===== src/rtl/core/sda_pkg.sv =====
// Shared types and constants of the segment download allocator.
// Holds the payload structs, the operation and state codes and the reset values.
// No dependencies.
`default_nettype none

package sda_pkg;

  // Default table depth and fixed field widths.
  localparam int unsigned MAX_SEGMENTS_DEF = 1024;
  localparam int unsigned FIELD_W          = 11;
  localparam int unsigned PCT_W            = 7;
  localparam int unsigned PCT_SCALE        = 100;

  // Configuration register indexes and reset values.
  localparam int unsigned CFG_IDX_W = 1;
  localparam logic [CFG_IDX_W-1:0] CFG_SEG_COUNT = 1'b0;
  localparam logic [CFG_IDX_W-1:0] CFG_MAX_CHUNK = 1'b1;
  localparam logic [FIELD_W-1:0] SEG_COUNT_RST = 11'd1024;
  localparam logic [FIELD_W-1:0] MAX_CHUNK_RST = 11'd16;

  // Operation codes carried by an input beat.
  typedef enum logic [1:0] {
    OP_ALLOC    = 2'd0,
    OP_RELEASE  = 2'd1,
    OP_COMPLETE = 2'd2,
    OP_FILL     = 2'd3
  } sda_op_e;

  // Per-segment states held in the table.
  typedef enum logic [1:0] {
    SEG_MISSING = 2'd0,
    SEG_BUSY    = 2'd1,
    SEG_PRESENT = 2'd2
  } sda_seg_e;

  // Datapath walker modes.
  typedef enum logic [2:0] {
    MODE_NONE  = 3'd0,
    MODE_SWEEP = 3'd1,
    MODE_MARK  = 3'd2,
    MODE_ALLOC = 3'd3,
    MODE_COUNT = 3'd4
  } sda_mode_e;

  // Controller states.
  typedef enum logic [3:0] {
    ST_CLEAR = 4'd0,
    ST_IDLE  = 4'd1,
    ST_START = 4'd2,
    ST_SWEEP = 4'd3,
    ST_MARK  = 4'd4,
    ST_ALLOC = 4'd5,
    ST_COUNT = 4'd6,
    ST_DIV   = 4'd7,
    ST_DONE  = 4'd8
  } sda_state_e;

  // Input and output payloads.
  typedef struct packed {
    sda_op_e            op;
    logic [FIELD_W-1:0] range_start;
    logic [FIELD_W-1:0] range_end;
    logic               fill_present;
  } sda_in_t;

  typedef struct packed {
    logic [FIELD_W-1:0] alloc_start;
    logic [FIELD_W-1:0] alloc_end;
    logic               all_present;
    logic [PCT_W-1:0]   present_percent;
  } sda_out_t;

  // Controller to datapath commands.
  typedef struct packed {
    sda_mode_e mode;
    logic      init;
    logic      init_lo;
    logic      clear;
    logic      load;
    logic      div_start;
    logic      capture;
  } sda_cmd_t;

  // Datapath to controller status.
  typedef struct packed {
    sda_op_e op;
    logic    mark_empty;
    logic    walk_done;
  } sda_stat_t;

endpackage

`default_nettype wire


===== src/rtl/core/segment_download_allocator.sv =====
// Top level of the segment download allocator.
// Instantiates sda_ctrl, sda_datapath and sda_div. Depends on sda_pkg.
//
//   Channel  Direction  Handshake               Payload
//   in       sink       in_valid_i/in_stall_o   in_data_i   (sda_in_t)
//   out      source     out_valid_o/out_stall_i out_data_o  (sda_out_t)
//   cfg      sink       cfg_we_i                cfg_idx_i, cfg_wdata_i
//
// One item at a time. Each accepted item walks the dual-port table for its operation,
// walks the tracked entries again to count the present ones and then runs the bit-serial
// divider before its result is captured. Allocate walks the tracked entries until its run
// ends, release and complete walk the clipped range, and fill walks the whole table.
// After reset a clearing pass over the whole table runs before the first beat is taken.
// A finished result waits in the output register, so a stalled output only holds the
// next item at its final step.
`default_nettype none

module segment_download_allocator #(
  parameter int unsigned MAX_SEGMENTS = sda_pkg::MAX_SEGMENTS_DEF
) (
  input  wire logic                          clk_i,
  input  wire logic                          rst_ni,
  input  wire logic                          in_valid_i,
  output logic                               in_stall_o,
  input  wire sda_pkg::sda_in_t              in_data_i,
  output logic                               out_valid_o,
  input  wire logic                          out_stall_i,
  output sda_pkg::sda_out_t                  out_data_o,
  input  wire logic                          cfg_we_i,
  input  wire logic [sda_pkg::CFG_IDX_W-1:0] cfg_idx_i,
  input  wire logic [sda_pkg::FIELD_W-1:0]   cfg_wdata_i
);

  localparam int unsigned NW    = $clog2(MAX_SEGMENTS + 1);
  localparam int unsigned NUM_W = NW + sda_pkg::PCT_W;

  sda_pkg::sda_cmd_t  cmd;
  sda_pkg::sda_stat_t stat;
  logic               div_done;
  logic [NUM_W-1:0]   div_num;
  logic [NUM_W-1:0]   div_quo;
  logic [NW-1:0]      div_den;

  sda_ctrl u_ctrl (
    .clk_i       (clk_i),
    .rst_ni      (rst_ni),
    .in_valid_i  (in_valid_i),
    .in_stall_o  (in_stall_o),
    .out_valid_o (out_valid_o),
    .out_stall_i (out_stall_i),
    .stat_i      (stat),
    .div_done_i  (div_done),
    .cmd_o       (cmd)
  );

  sda_datapath #(
    .MAX_SEGMENTS (MAX_SEGMENTS),
    .NUM_W        (NUM_W),
    .NW           (NW)
  ) u_datapath (
    .clk_i       (clk_i),
    .rst_ni      (rst_ni),
    .cmd_i       (cmd),
    .stat_o      (stat),
    .in_data_i   (in_data_i),
    .cfg_we_i    (cfg_we_i),
    .cfg_idx_i   (cfg_idx_i),
    .cfg_wdata_i (cfg_wdata_i),
    .div_num_o   (div_num),
    .div_den_o   (div_den),
    .div_quo_i   (div_quo),
    .out_data_o  (out_data_o)
  );

  sda_div #(
    .NUM_W (NUM_W),
    .DEN_W (NW)
  ) u_div (
    .clk_i   (clk_i),
    .rst_ni  (rst_ni),
    .start_i (cmd.div_start),
    .num_i   (div_num),
    .den_i   (div_den),
    .done_o  (div_done),
    .quo_o   (div_quo)
  );

endmodule

`default_nettype wire


===== src/rtl/core/sda_div.sv =====
// Restoring divider, one quotient bit per cycle.
// Used for the present percentage. Depends on no package.
`default_nettype none

module sda_div #(
  parameter int unsigned NUM_W = 18,
  parameter int unsigned DEN_W = 11
) (
  input  wire logic             clk_i,
  input  wire logic             rst_ni,
  input  wire logic             start_i,
  input  wire logic [NUM_W-1:0] num_i,
  input  wire logic [DEN_W-1:0] den_i,
  output logic                  done_o,
  output logic [NUM_W-1:0]      quo_o
);

  localparam int unsigned CNT_W = $clog2(NUM_W + 1);

  logic [NUM_W-1:0] quo_q, quo_d;
  logic [DEN_W-1:0] rem_q, rem_d;
  logic [DEN_W-1:0] den_q, den_d;
  logic [CNT_W-1:0] cnt_q, cnt_d;
  logic             busy_q, busy_d;
  logic             done_q, done_d;
  logic [DEN_W:0]   rem_ext;
  logic [DEN_W:0]   rem_sub;
  logic             ge;

  // One shift and trial subtract per cycle.
  always_comb begin
    rem_ext = {rem_q, quo_q[NUM_W-1]};
    rem_sub = rem_ext - {1'b0, den_q};
    ge      = rem_ext >= {1'b0, den_q};
    quo_d   = quo_q;
    rem_d   = rem_q;
    den_d   = den_q;
    cnt_d   = cnt_q;
    busy_d  = busy_q;
    done_d  = 1'b0;
    if (start_i) begin
      quo_d  = num_i;
      rem_d  = '0;
      den_d  = den_i;
      cnt_d  = CNT_W'(NUM_W);
      busy_d = 1'b1;
    end else if (busy_q) begin
      quo_d = {quo_q[NUM_W-2:0], ge};
      rem_d = ge ? rem_sub[DEN_W-1:0] : rem_ext[DEN_W-1:0];
      cnt_d = cnt_q - CNT_W'(1);
      if (cnt_q == CNT_W'(1)) begin
        busy_d = 1'b0;
        done_d = 1'b1;
      end
    end
  end

  // Control registers.
  always_ff @(posedge clk_i or negedge rst_ni) begin
    if (!rst_ni) begin
      cnt_q  <= '0;
      busy_q <= 1'b0;
      done_q <= 1'b0;
    end else begin
      cnt_q  <= cnt_d;
      busy_q <= busy_d;
      done_q <= done_d;
    end
  end

  // Operand registers.
  always_ff @(posedge clk_i) begin
    quo_q <= quo_d;
    rem_q <= rem_d;
    den_q <= den_d;
  end

  assign done_o = done_q;
  assign quo_o  = quo_q;

endmodule

`default_nettype wire


===== src/rtl/core/sda_ctrl.sv =====
// Controller state machine of the segment download allocator.
// Sequences the table walks and the divide. Depends on sda_pkg.
`default_nettype none

module sda_ctrl (
  input  wire logic              clk_i,
  input  wire logic              rst_ni,
  input  wire logic              in_valid_i,
  output logic                   in_stall_o,
  output logic                   out_valid_o,
  input  wire logic              out_stall_i,
  input  wire sda_pkg::sda_stat_t stat_i,
  input  wire logic              div_done_i,
  output sda_pkg::sda_cmd_t      cmd_o
);

  sda_pkg::sda_state_e state_q, state_d;
  logic                out_valid_q, out_valid_d;

  // State register and output flag.
  always_ff @(posedge clk_i or negedge rst_ni) begin
    if (!rst_ni) begin
      state_q     <= sda_pkg::ST_CLEAR;
      out_valid_q <= 1'b0;
    end else begin
      state_q     <= state_d;
      out_valid_q <= out_valid_d;
    end
  end

  // Next state and commands.
  always_comb begin
    state_d = state_q;
    cmd_o   = '0;
    case (state_q)
      sda_pkg::ST_CLEAR: begin
        cmd_o.mode  = sda_pkg::MODE_SWEEP;
        cmd_o.clear = 1'b1;
        if (stat_i.walk_done) begin
          state_d = sda_pkg::ST_IDLE;
        end
      end
      sda_pkg::ST_IDLE: begin
        if (in_valid_i) begin
          cmd_o.load = 1'b1;
          state_d    = sda_pkg::ST_START;
        end
      end
      sda_pkg::ST_START: begin
        cmd_o.init = 1'b1;
        case (stat_i.op)
          sda_pkg::OP_ALLOC: begin
            state_d = sda_pkg::ST_ALLOC;
          end
          sda_pkg::OP_RELEASE, sda_pkg::OP_COMPLETE: begin
            if (stat_i.mark_empty) begin
              state_d = sda_pkg::ST_COUNT;
            end else begin
              cmd_o.init_lo = 1'b1;
              state_d       = sda_pkg::ST_MARK;
            end
          end
          sda_pkg::OP_FILL: begin
            state_d = sda_pkg::ST_SWEEP;
          end
          default: begin
            state_d = sda_pkg::ST_COUNT;
          end
        endcase
      end
      sda_pkg::ST_SWEEP: begin
        cmd_o.mode = sda_pkg::MODE_SWEEP;
        if (stat_i.walk_done) begin
          cmd_o.init = 1'b1;
          state_d    = sda_pkg::ST_COUNT;
        end
      end
      sda_pkg::ST_MARK: begin
        cmd_o.mode = sda_pkg::MODE_MARK;
        if (stat_i.walk_done) begin
          cmd_o.init = 1'b1;
          state_d    = sda_pkg::ST_COUNT;
        end
      end
      sda_pkg::ST_ALLOC: begin
        cmd_o.mode = sda_pkg::MODE_ALLOC;
        if (stat_i.walk_done) begin
          cmd_o.init = 1'b1;
          state_d    = sda_pkg::ST_COUNT;
        end
      end
      sda_pkg::ST_COUNT: begin
        cmd_o.mode = sda_pkg::MODE_COUNT;
        if (stat_i.walk_done) begin
          cmd_o.div_start = 1'b1;
          state_d         = sda_pkg::ST_DIV;
        end
      end
      sda_pkg::ST_DIV: begin
        if (div_done_i) begin
          state_d = sda_pkg::ST_DONE;
        end
      end
      sda_pkg::ST_DONE: begin
        // Load the output register once the previous result has left.
        if (!out_valid_q || !out_stall_i) begin
          cmd_o.capture = 1'b1;
          state_d       = sda_pkg::ST_IDLE;
        end
      end
      default: begin
        state_d = sda_pkg::ST_IDLE;
      end
    endcase
  end

  // Output valid is set on capture and cleared when the beat is taken.
  always_comb begin
    out_valid_d = out_valid_q;
    if (cmd_o.capture) begin
      out_valid_d = 1'b1;
    end else if (out_valid_q && !out_stall_i) begin
      out_valid_d = 1'b0;
    end
  end

  assign in_stall_o  = state_q != sda_pkg::ST_IDLE;
  assign out_valid_o = out_valid_q;

endmodule

`default_nettype wire


===== src/rtl/core/sda_datapath.sv =====
// Datapath of the segment download allocator: segment table memory, walker,
// allocation run tracking, present counter, configuration and result registers.
// Depends on sda_pkg.
`default_nettype none

module sda_datapath #(
  parameter int unsigned MAX_SEGMENTS = sda_pkg::MAX_SEGMENTS_DEF,
  parameter int unsigned NUM_W        = 18,
  parameter int unsigned NW           = 11
) (
  input  wire logic                             clk_i,
  input  wire logic                             rst_ni,
  input  wire sda_pkg::sda_cmd_t                cmd_i,
  output sda_pkg::sda_stat_t                    stat_o,
  input  wire sda_pkg::sda_in_t                 in_data_i,
  input  wire logic                             cfg_we_i,
  input  wire logic [sda_pkg::CFG_IDX_W-1:0]    cfg_idx_i,
  input  wire logic [sda_pkg::FIELD_W-1:0]      cfg_wdata_i,
  output logic [NUM_W-1:0]                      div_num_o,
  output logic [NW-1:0]                         div_den_o,
  input  wire logic [NUM_W-1:0]                 div_quo_i,
  output sda_pkg::sda_out_t                     out_data_o
);

  localparam int unsigned AW = $clog2(MAX_SEGMENTS);
  localparam int unsigned CW = (NW > sda_pkg::FIELD_W) ? NW : sda_pkg::FIELD_W;

  logic [1:0] mem [MAX_SEGMENTS];

  logic [sda_pkg::FIELD_W-1:0] seg_count_q, max_chunk_q;
  sda_pkg::sda_in_t            item_q;
  sda_pkg::sda_out_t           res_q;

  logic [NW-1:0] idx_q, idx_d;
  logic [NW-1:0] ridx_q;
  logic [1:0]    rdata_q;
  logic          rvld_q, rvld_d;
  logic          found_q, found_d;
  logic          stop_q, stop_d;
  logic [NW-1:0] s_q, s_d;
  logic [NW-1:0] e_q, e_d;
  logic [NW-1:0] cnt_q, cnt_d;

  logic [CW-1:0] seg_ext, n_cw, rs_c, re_c, a_cw, b_cw, cap_cw, run_cw;
  logic [NW-1:0] n_w, a_w, b_w;
  logic          issue, proc, is_miss, run_ok, take, stop_set;
  logic          we;
  logic [1:0]    wdata;
  logic [NW-1:0] waddr;

  // Tracked segment count, clipped range bounds and chunk cap.
  always_comb begin
    seg_ext = CW'(seg_count_q);
    if (seg_ext > CW'(MAX_SEGMENTS)) begin
      n_cw = CW'(MAX_SEGMENTS);
    end else if (seg_count_q == '0) begin
      n_cw = CW'(1);
    end else begin
      n_cw = seg_ext;
    end
    n_w    = n_cw[NW-1:0];
    rs_c   = CW'(item_q.range_start);
    re_c   = CW'(item_q.range_end);
    a_cw   = (rs_c > n_cw) ? n_cw : rs_c;
    b_cw   = (re_c > n_cw) ? n_cw : re_c;
    a_w    = a_cw[NW-1:0];
    b_w    = b_cw[NW-1:0];
    cap_cw = (max_chunk_q == '0) ? CW'(1) : CW'(max_chunk_q);
    run_cw = CW'(e_q) - CW'(s_q);
  end

  // Allocation run decisions on the registered read data.
  always_comb begin
    issue    = ((cmd_i.mode == sda_pkg::MODE_ALLOC) || (cmd_i.mode == sda_pkg::MODE_COUNT))
               && !stop_q && (idx_q < n_w);
    proc     = rvld_q && !stop_q && (cmd_i.mode == sda_pkg::MODE_ALLOC);
    is_miss  = rdata_q == sda_pkg::SEG_MISSING;
    run_ok   = run_cw < cap_cw;
    take     = proc && is_miss && (!found_q || run_ok);
    stop_set = proc && found_q && !(is_miss && run_ok);
  end

  // Table write port.
  always_comb begin
    we    = 1'b0;
    waddr = idx_q;
    wdata = sda_pkg::SEG_MISSING;
    case (cmd_i.mode)
      sda_pkg::MODE_SWEEP: begin
        we    = 1'b1;
        wdata = (!cmd_i.clear && item_q.fill_present) ? sda_pkg::SEG_PRESENT
                                                      : sda_pkg::SEG_MISSING;
      end
      sda_pkg::MODE_MARK: begin
        we    = 1'b1;
        wdata = (item_q.op == sda_pkg::OP_RELEASE) ? sda_pkg::SEG_MISSING
                                                   : sda_pkg::SEG_PRESENT;
      end
      sda_pkg::MODE_ALLOC: begin
        we    = take;
        waddr = ridx_q;
        wdata = sda_pkg::SEG_BUSY;
      end
      default: begin
        we = 1'b0;
      end
    endcase
  end

  // Walker, run and counter next values.
  always_comb begin
    idx_d   = idx_q;
    rvld_d  = issue;
    found_d = found_q;
    stop_d  = stop_q;
    s_d     = s_q;
    e_d     = e_q;
    cnt_d   = cnt_q;
    if ((cmd_i.mode == sda_pkg::MODE_SWEEP) || (cmd_i.mode == sda_pkg::MODE_MARK) || issue) begin
      idx_d = idx_q + NW'(1);
    end
    if (take) begin
      found_d = 1'b1;
      e_d     = ridx_q + NW'(1);
      if (!found_q) begin
        s_d = ridx_q;
      end
    end
    if (stop_set) begin
      stop_d = 1'b1;
    end
    if ((cmd_i.mode == sda_pkg::MODE_COUNT) && rvld_q && (rdata_q == sda_pkg::SEG_PRESENT)) begin
      cnt_d = cnt_q + NW'(1);
    end
    if (cmd_i.init) begin
      idx_d  = cmd_i.init_lo ? a_w : '0;
      rvld_d = 1'b0;
      stop_d = 1'b0;
      cnt_d  = '0;
    end
    if (cmd_i.load) begin
      found_d = 1'b0;
      stop_d  = 1'b0;
    end
  end

  // Walk completion for the active mode.
  always_comb begin
    stat_o.op         = item_q.op;
    stat_o.mark_empty = a_cw >= b_cw;
    case (cmd_i.mode)
      sda_pkg::MODE_SWEEP: stat_o.walk_done = idx_q == NW'(MAX_SEGMENTS - 1);
      sda_pkg::MODE_MARK:  stat_o.walk_done = (idx_q + NW'(1)) == b_w;
      sda_pkg::MODE_ALLOC,
      sda_pkg::MODE_COUNT: stat_o.walk_done = stop_q || ((idx_q >= n_w) && !rvld_q);
      default:             stat_o.walk_done = 1'b0;
    endcase
  end

  // Control registers.
  always_ff @(posedge clk_i or negedge rst_ni) begin
    if (!rst_ni) begin
      seg_count_q <= sda_pkg::SEG_COUNT_RST;
      max_chunk_q <= sda_pkg::MAX_CHUNK_RST;
      idx_q       <= '0;
      rvld_q      <= 1'b0;
      found_q     <= 1'b0;
      stop_q      <= 1'b0;
      cnt_q       <= '0;
    end else begin
      if (cfg_we_i) begin
        case (cfg_idx_i)
          sda_pkg::CFG_SEG_COUNT: seg_count_q <= cfg_wdata_i;
          sda_pkg::CFG_MAX_CHUNK: max_chunk_q <= cfg_wdata_i;
          default: ;
        endcase
      end
      idx_q   <= idx_d;
      rvld_q  <= rvld_d;
      found_q <= found_d;
      stop_q  <= stop_d;
      cnt_q   <= cnt_d;
    end
  end

  // Segment table with registered read.
  always_ff @(posedge clk_i) begin
    if (we) begin
      mem[waddr[AW-1:0]] <= wdata;
    end
    if (issue) begin
      rdata_q <= mem[idx_q[AW-1:0]];
      ridx_q  <= idx_q;
    end
  end

  // Payload registers: item, run bounds and result.
  always_ff @(posedge clk_i) begin
    if (cmd_i.load) begin
      item_q <= in_data_i;
    end
    s_q <= s_d;
    e_q <= e_d;
    if (cmd_i.capture) begin
      res_q.alloc_start     <= ((item_q.op == sda_pkg::OP_ALLOC) && found_q)
                               ? sda_pkg::FIELD_W'(s_q) : '0;
      res_q.alloc_end       <= ((item_q.op == sda_pkg::OP_ALLOC) && found_q)
                               ? sda_pkg::FIELD_W'(e_q) : '0;
      res_q.all_present     <= cnt_q == n_w;
      res_q.present_percent <= div_quo_i[sda_pkg::PCT_W-1:0];
    end
  end

  // Divider operands: present count scaled to percent over tracked count.
  assign div_num_o  = NUM_W'(cnt_q) * NUM_W'(sda_pkg::PCT_SCALE);
  assign div_den_o  = n_w;
  assign out_data_o = res_q;

endmodule

`default_nettype wire


===== config.mk =====
export PLATFORM = sky130hd
export DESIGN_NAME = segment_download_allocator
export DESIGN_NICKNAME = d
export VERILOG_FILES = /design/src/rtl/core/sda_pkg.sv /design/src/rtl/core/segment_download_allocator.sv /design/src/rtl/core/sda_div.sv /design/src/rtl/core/sda_ctrl.sv /design/src/rtl/core/sda_datapath.sv
export SDC_FILE = /design/constraint.sdc
export NUM_CORES = 2
export LEC_CHECK = 0
export BUFFER_PORTS_ARGS = -buffer_cell sky130_fd_sc_hd__buf_4
export CORE_MARGIN = 4
export CORE_UTILIZATION = 55
export CTS_CLUSTER_SIZE = 12
export DETAILED_ROUTE_END_ITERATION = 8
export PLACE_DENSITY_LB_ADDON = 0.3
export SKIP_CTS_REPAIR_TIMING = 1
export SLEW_MARGIN = 0
export SYNTH_ARGS = -nofsm -noshare
export SYNTH_HDL_FRONTEND = slang
export SYNTH_SLANG_ARGS = --single-unit
export TNS_END_PERCENT = 100

===== constraint.sdc =====
create_clock -name clk_i -period 37.3 [get_ports clk_i]
set_clock_uncertainty 0.15 [all_clocks]
set_input_delay 5.595 -clock clk_i [delete_from_list [all_inputs] [get_ports clk_i]]
set_output_delay 5.595 -clock clk_i [all_outputs]
set_load 0.005 [all_outputs]

# Word level (Yosys, flattened, before mapping)
# Memory sizes are Yosys's and may differ from the RTL's. A register that Yosys moved wholly into a read port is not among the register bits.
# Index checks and enable logic that the tools add are counted.
[totals]
rom_bits = 0
reg_bits = 187
latchBits = 0
inputBits = 42
elab_cells = 178
output_inout_bits = 32
n_memories = 1
ramBits = 2048
[op_classes]
mul = 1
n_bitwise = 2
div = 0
add_sub_neg = 6
shift = 0
n_eq_ne = 27
n_reduce_logical = 48
muxes = 58
n_lt_le_gt_ge = 8
[mem_list]
columns = ["memory", "words", "word_bits", "read_ports", "rd_ports_with_merged_regs", "wr", "line_no", "source"]
rows = [
  ["u_datapath.mem", 1024, 2, 1, 1, 1, "sda_datapath.sv:28", "logic [1:0] mem [MAX_SEGMENTS];"],
]
[op_table]
columns = ["operator", "n"]
rows = [
  ["$mux 11", 11],
  ["$mux 18", 2],
  ["$add 11x1->11 const B", 3],
  ["$pmux 4 s7", 1],
  ["$mux 1", 26],
  ["$mux 4", 6],
  ["$eq 11x11->1", 2],
  ["$ge 11x11->1", 2],
  ["$gt 11x11->1", 2],
  ["$logic_not 11->1", 2],
  ["$lt 11x11->1", 2],
  ["$sub 11x11->11", 2],
  ["$eq 4x3->1 const B", 4],
  ["$mul 11x5->16 const B", 1],
  ["$logic_and 1x1->1", 15],
  ["$ge 12x11->1", 1],
  ["$pmux 3 s4", 1],
  ["$pmux 4 s3", 1],
  ["$eq 11x10->1 const B", 1],
  ["$gt 11x11->1 const B", 1],
  ["$mux 10", 1],
  ["$mux 5", 2],
  ["$reduce_bool 2->1", 5],
  ["$eq 4x2->1 const B", 2],
  ["other kinds (26)", 54],
]

# Logic depth before layout (Yosys ltp)
[logic_depth]
depth_word = 11
depth_mapped = 26
depth_no_buf = 23

# By module
# From an unflattened synthesis, not the netlist that was laid out.
[unflattened]
cells_unflattened = 5976
area_unflattened_um2 = 95753.1
[by_module_without_submodules]
columns = ["mod", "seq_area_each_um2", "instances", "area_each_um2", "cells_per_inst"]
rows = [
  ["sda_datapath", 65380.2, 1, 92588.8, 5669],
  ["sda_div", 1266.2, 1, 2635.0, 234],
  ["sda_ctrl", 125.1, 1, 529.3, 73],
]

# Least setup slack after synthesis
# Ideal clock, no wire load.
[synth_timing]
kind = "reg2reg"
from = "register u_ctrl.state_q[0]"
to = "memory u_datapath.mem[0][1] (data pin)"
t_required_ns = 32.200
arrival_time_ns = 24.514
setup_ns = 4.950
path_buffers = 1
path_slack_ns = 7.686
path_stages_with_launch = 6
period_less_slack_ns = 29.614
path_cell_list = "dfrtp_1 > buf_1 > nand2_1 > nor3b_1 > a21oi_1 > nor2_1"
[synth_between]
elab_chain_cells = 6
word_cells_on_any_way = 15
cone_classes = "eq/ne (7); mux (4); reduce/logical (4)"
[synth_lines]
columns = ["element", "line_no", "source"]
rows = [
  ["start, declared", "sda_ctrl.sv:17", "sda_pkg::sda_state_e state_q, state_d;"],
  ["start signal, assigned", "sda_ctrl.sv:23", "state_q <= sda_pkg::ST_CLEAR;"],
  ["start signal, assigned", "sda_ctrl.sv:26", "state_q <= state_d;"],
  ["branches (longest 5 deep; another with $eq 4x2->1)", "--", ""],
  ["$pmux 2 s3 (*)", "sda_datapath.sv:88", "case (cmd_i.mode)"],
  ["via u_datapath.wdata[1]", "sda_datapath.sv:48", "logic [1:0] wdata;"],
  ["end, declared", "sda_datapath.sv:28", ""],
]
# Mark *: on every way through the listed nets, which the timed path passes.

# Worst setup path in the final report
[layout_timing]
from = "register u_datapath.e_q[0]"
to = "memory u_datapath.mem[25][1] (enable)"
[layout_between]
elab_chain_cells = 7
[layout_lines]
columns = ["element", "line_no", "source"]
rows = [
  ["start, declared", "sda_datapath.sv:41", "logic [NW-1:0] e_q, e_d;"],
  ["start signal, assigned", "sda_datapath.sv:203", "e_q <= e_d;"],
  ["$sub 11x11->11", "sda_datapath.sv:69", "run_cw = CW'(e_q) - CW'(s_q);"],
  ["$lt 11x11->1", "sda_datapath.sv:78", "run_ok = run_cw < cap_cw;"],
  ["$logic_or 1x1->1", "sda_datapath.sv:79", "take = proc && is_miss && (!found_q || run_ok);"],
  ["$logic_and 1x1->1", "sda_datapath.sv:79", ""],
  ["via u_datapath.take", "sda_datapath.sv:46", "logic issue, proc, is_miss, run_ok, take, stop_set;"],
  ["$pmux 1 s2", "sda_datapath.sv:88", ""],
  ["$mux 1", "sda_datapath.sv:188", "if (we) begin"],
  ["$mux 1 (implied by the code)", "sda_datapath.sv:189", "mem[waddr[AW-1:0]] <= wdata;"],
]
# The timed path passes the listed nets, and every way through them passes these cells.

==> results.ini <==
[run_status]
outcome = completed

[yosys]
synth_top_area_share_pct = 67.9
synthAdderAreaFrac_pct = 1.75
yosysMostFrequentCell = edfxtp_1
synth_cell_types = 77
synth_edf_count = 2165
yosys.area_share.simple_pct = 7.31
postSynthCellCount = 5419
synth_xor_area_share_pct = 0.768
syn_area_per_cell_um2 = 17.7
ys_seq_elements = 2237
ys.flop_type = edfxtp_1
synth_top_family_by_area = multiplexers
synthTopCellsByArea = edfxtp_1 (68%), mux4_2 (16%), nor3_1 (5.4%)
yosysWarnings = 0
ys_top_cells_by_count = edfxtp_1 (2165), nor3_1 (1040), mux4_2 (672)
yosysSeqAreaShare_pct = 69.7
yosysTopAreaCell = edfxtp_1
synth-async-reset-ratio_pct = 2.64
synth_mux_area_share_pct = 16.6
synth_compound_area_share_pct = 1.46
synth_area_um2 = 95800
syn-num-nets = 5590

[placed_design]
dp_hpwl_um = 120000
io_buffers = 73
gp_congestion = 0.805

[routing]
drc_errors = 0
drtAntennaViolNets = 0
avgViaCountPerCell = 6.70
drtIter0Drc = 7137
wl_um = 231000
drt_first_pass_iters = 6
vias = 51700
wire_per_inst_um = 29.9

[critical_path]
crit_buf_inv = 7
crit_required_ns = 37.69
critPathLaunchType = flip-flop
crit_family = buffers and inverters
worst-path-max-fanout = 209
crit_path_max_incr_delay_ns = 0.98
cp_slowest_cell = buf_4
arrival_ns = 9.53
worstSetupPathType = flip-flop to flip-flop
cpMostUsedCell = buf_4
endpoint_kind = flip-flop

[die]
start_util_pct = 55.6
die-area_um2 = 181000
ioPinCount = 74
fp-row-count = 152
die_h_um = 425
die_x_um = 425
coreArea_um2 = 172000

[final_layout]
layout.nets = 5469
syn_to_final_growth_pct = 9.18
drive_gt1_share_pct = 21.9
nFillCells = 12300

[global_routing]
grt_max_degree = 246
gr-usage-all-layers_pct = 25.8
grt_pass1_vias = 52200
antenna_found_initial = 5
gr-total-overflow = 0
grt_first_pass_wirelength_um = 345000

[sta]
finalMaxSlewViolations = 0
finalHoldViolCount = 0
tns_ns = 0
rsz0062_at_grt = no
fmax_mhz = 109
finalSetupViolCount = 0
hold-worst-slack_ns = 0.299
slew_headroom_pct = 12.4
fin_crit_sh_pct = 24.5
worst_pin_slew_ns = 1.31
min_period_ns = 9.14

[clock_tree]
cts.sinks = 2237
cts_max_level = 4
cts-root-buf = clkbuf_16
cts_tree = yes
numCtsBuffers = 217
clockBufferDepth = 3
clkTransAtPathRegs_ns = 0.06
clkLatencyLatePin_ns = 0.87

[run]
max_cap_violations = 0

[pwr]
total_power_mw = 4.78
power_leakage_nw = 26.7
ir_worst_vdd_uv = 54.1
p_per_area_nw_per_um2 = 45.7

[min_path]
hold_class = flip-flop to flip-flop

[worst reg2reg max path: cells and delay by family, from the launching register on]
kind | cells | cell delay [ns]
xor gates and xnor gates | 1 | 0.10
DFF | 1 | 0.39
and+or+nand+nor | 7 | 0.93
buffers and inverters | 7 | 4.60
adders and majority gates | 3 | 0.86
AOI/OAI and AO/OA | 10 | 1.83
[metrics by stage]
| stage | instance area, um^2 | setup slack, ns | instances | utilization, % |
|---|---|---|---|---|
| floorplan | 95800 | 7.69 | 5419 | - |
| global route | 105000 | 27.45 | 7716 | 60.7 |
| CTS | 105000 | 28.35 | 7716 | 60.7 |
| finish | 105000 | 28.16 | 7717 | 60.7 |
| global placement | 98300 | 28.37 | 7389 | 57.1 |
| detailed placement | 98300 | 28.29 | 7389 | 57.1 |
[cell families after synthesis]
family                     count (synthesis)
DFF                                     2237
and+or+nand+nor                         1414
muxes                                    739
buffers and inverters                    607
AOI/OAI and AO/OA                        209
adders and majority gates                129
xor gates and xnor gates                  84
[path summary, 6_finish.rpt]
check | start | to | slack [ns] | cells past startpoint
max in group asynchronous | rst_ni | u_datapath.idx_q[3]$_DFFE_PN0P_ | 31.72 | 1
hold / removal | u_div.quo_o[4]$_DFFE_PP_ | u_datapath.out_data_o[4]$_DFFE_PP_ | 0.30 | 0
min in group asynchronous | rst_ni | u_datapath.max_chunk_q[3]$_DFFE_PN0P_ | 4.68 | 1
hold reg to reg | u_div.quo_o[4]$_DFFE_PP_ | u_datapath.out_data_o[4]$_DFFE_PP_ | 0.30 | 0
setup / recovery | u_datapath.e_q[0]$_DFFE_PP_ | u_datapath.mem[25][1]$_DFFE_PP_ | 28.16 | 28
setup reg to reg | u_datapath.e_q[0]$_DFFE_PP_ | u_datapath.mem[25][1]$_DFFE_PP_ | 28.16 | 28
[state kept, by name, summed over array words and instances (netlist names), 4 cells and up]
signal and cells:
u_ctrl.state_q 4, u_datapath.cnt_q 11, u_datapath.e_q 11, u_datapath.idx_q 11, u_datapath.max_chunk_q 11, u_datapath.mem 2048, u_datapath.out_data_o 30, u_datapath.re_c 11
u_datapath.ridx_q 11, u_datapath.rs_c 11, u_datapath.s_q 11, u_datapath.seg_count_q 11, u_div.cnt_q 5, u_div.den_q 11, u_div.quo_o 18, u_div.rem_q 11
[report_power, final]
part	total, mW	switching [mW]	internal (mW)
Sequential	2.72	0.00390	2.72
Clock	2.01	0.895	1.11
Combinational	0.0542	0.0306	0.0235
Total	4.78	0.930	3.85
[per-layer routing]
layer	track usage [%]	share of wire [%]
met5	0	0
met4	7.85	2.9
met3	4.84	9.3
met2	41.4	49
met1	36.6	39
[layout make-up]
cell class                 instances  area (um^2)  share of cell area (%)
clock buffer                     273         5730                    5.48
sequential                      2237        66800                    63.8
multi-input combinational       2575        26900                    25.8
antenna                            1         2.50                 0.00239
tap                             2310         2890                    2.76
inverter                         106          400                   0.383
clock inverter                    54          522                   0.499
timing repair buffer             161         1320                    1.26
[cell usage in the layout (no fill, tap or decap), types with 7 or more instances in the layout]
master | netlist | layout
edfxtp_1 | 2165 | 2165
nor3_1 | 1040 | 1038
mux4_2 | 672 | 672
clkbuf_16 | 0 | 220
buf_4 | 1 | 152
ha_1 | 121 | 121
nand2_1 | 143 | 111
inv_1 | 105 | 105
nor2_1 | 88 | 86
xnor2_1 | 59 | 59
dfrtp_1 | 57 | 51
clkbuf_1 | 269 | 50
a21oi_1 | 47 | 46
o21ai_0 | 35 | 35
mux2_2 | 33 | 33
mux2i_1 | 32 | 32
and3_1 | 30 | 30
nor2b_1 | 25 | 25
xor2_1 | 25 | 25
nand3_1 | 23 | 23
clkinv_1 | 0 | 23
nand2_4 | 0 | 22
a21o_1 | 18 | 18
a31oi_1 | 16 | 16
a22oi_1 | 16 | 16
a211oi_1 | 16 | 15
nand2b_1 | 13 | 13
dfxtp_1 | 13 | 13
clkinv_2 | 0 | 12
nand4_1 | 10 | 10
nand2_2 | 0 | 10
o2bb2ai_1 | 9 | 9
buf_12 | 0 | 9
o21bai_1 | 8 | 8
nor3b_1 | 8 | 8
fa_1 | 8 | 8
and2_1 | 7 | 7
(Power assumes the default switching activity.)
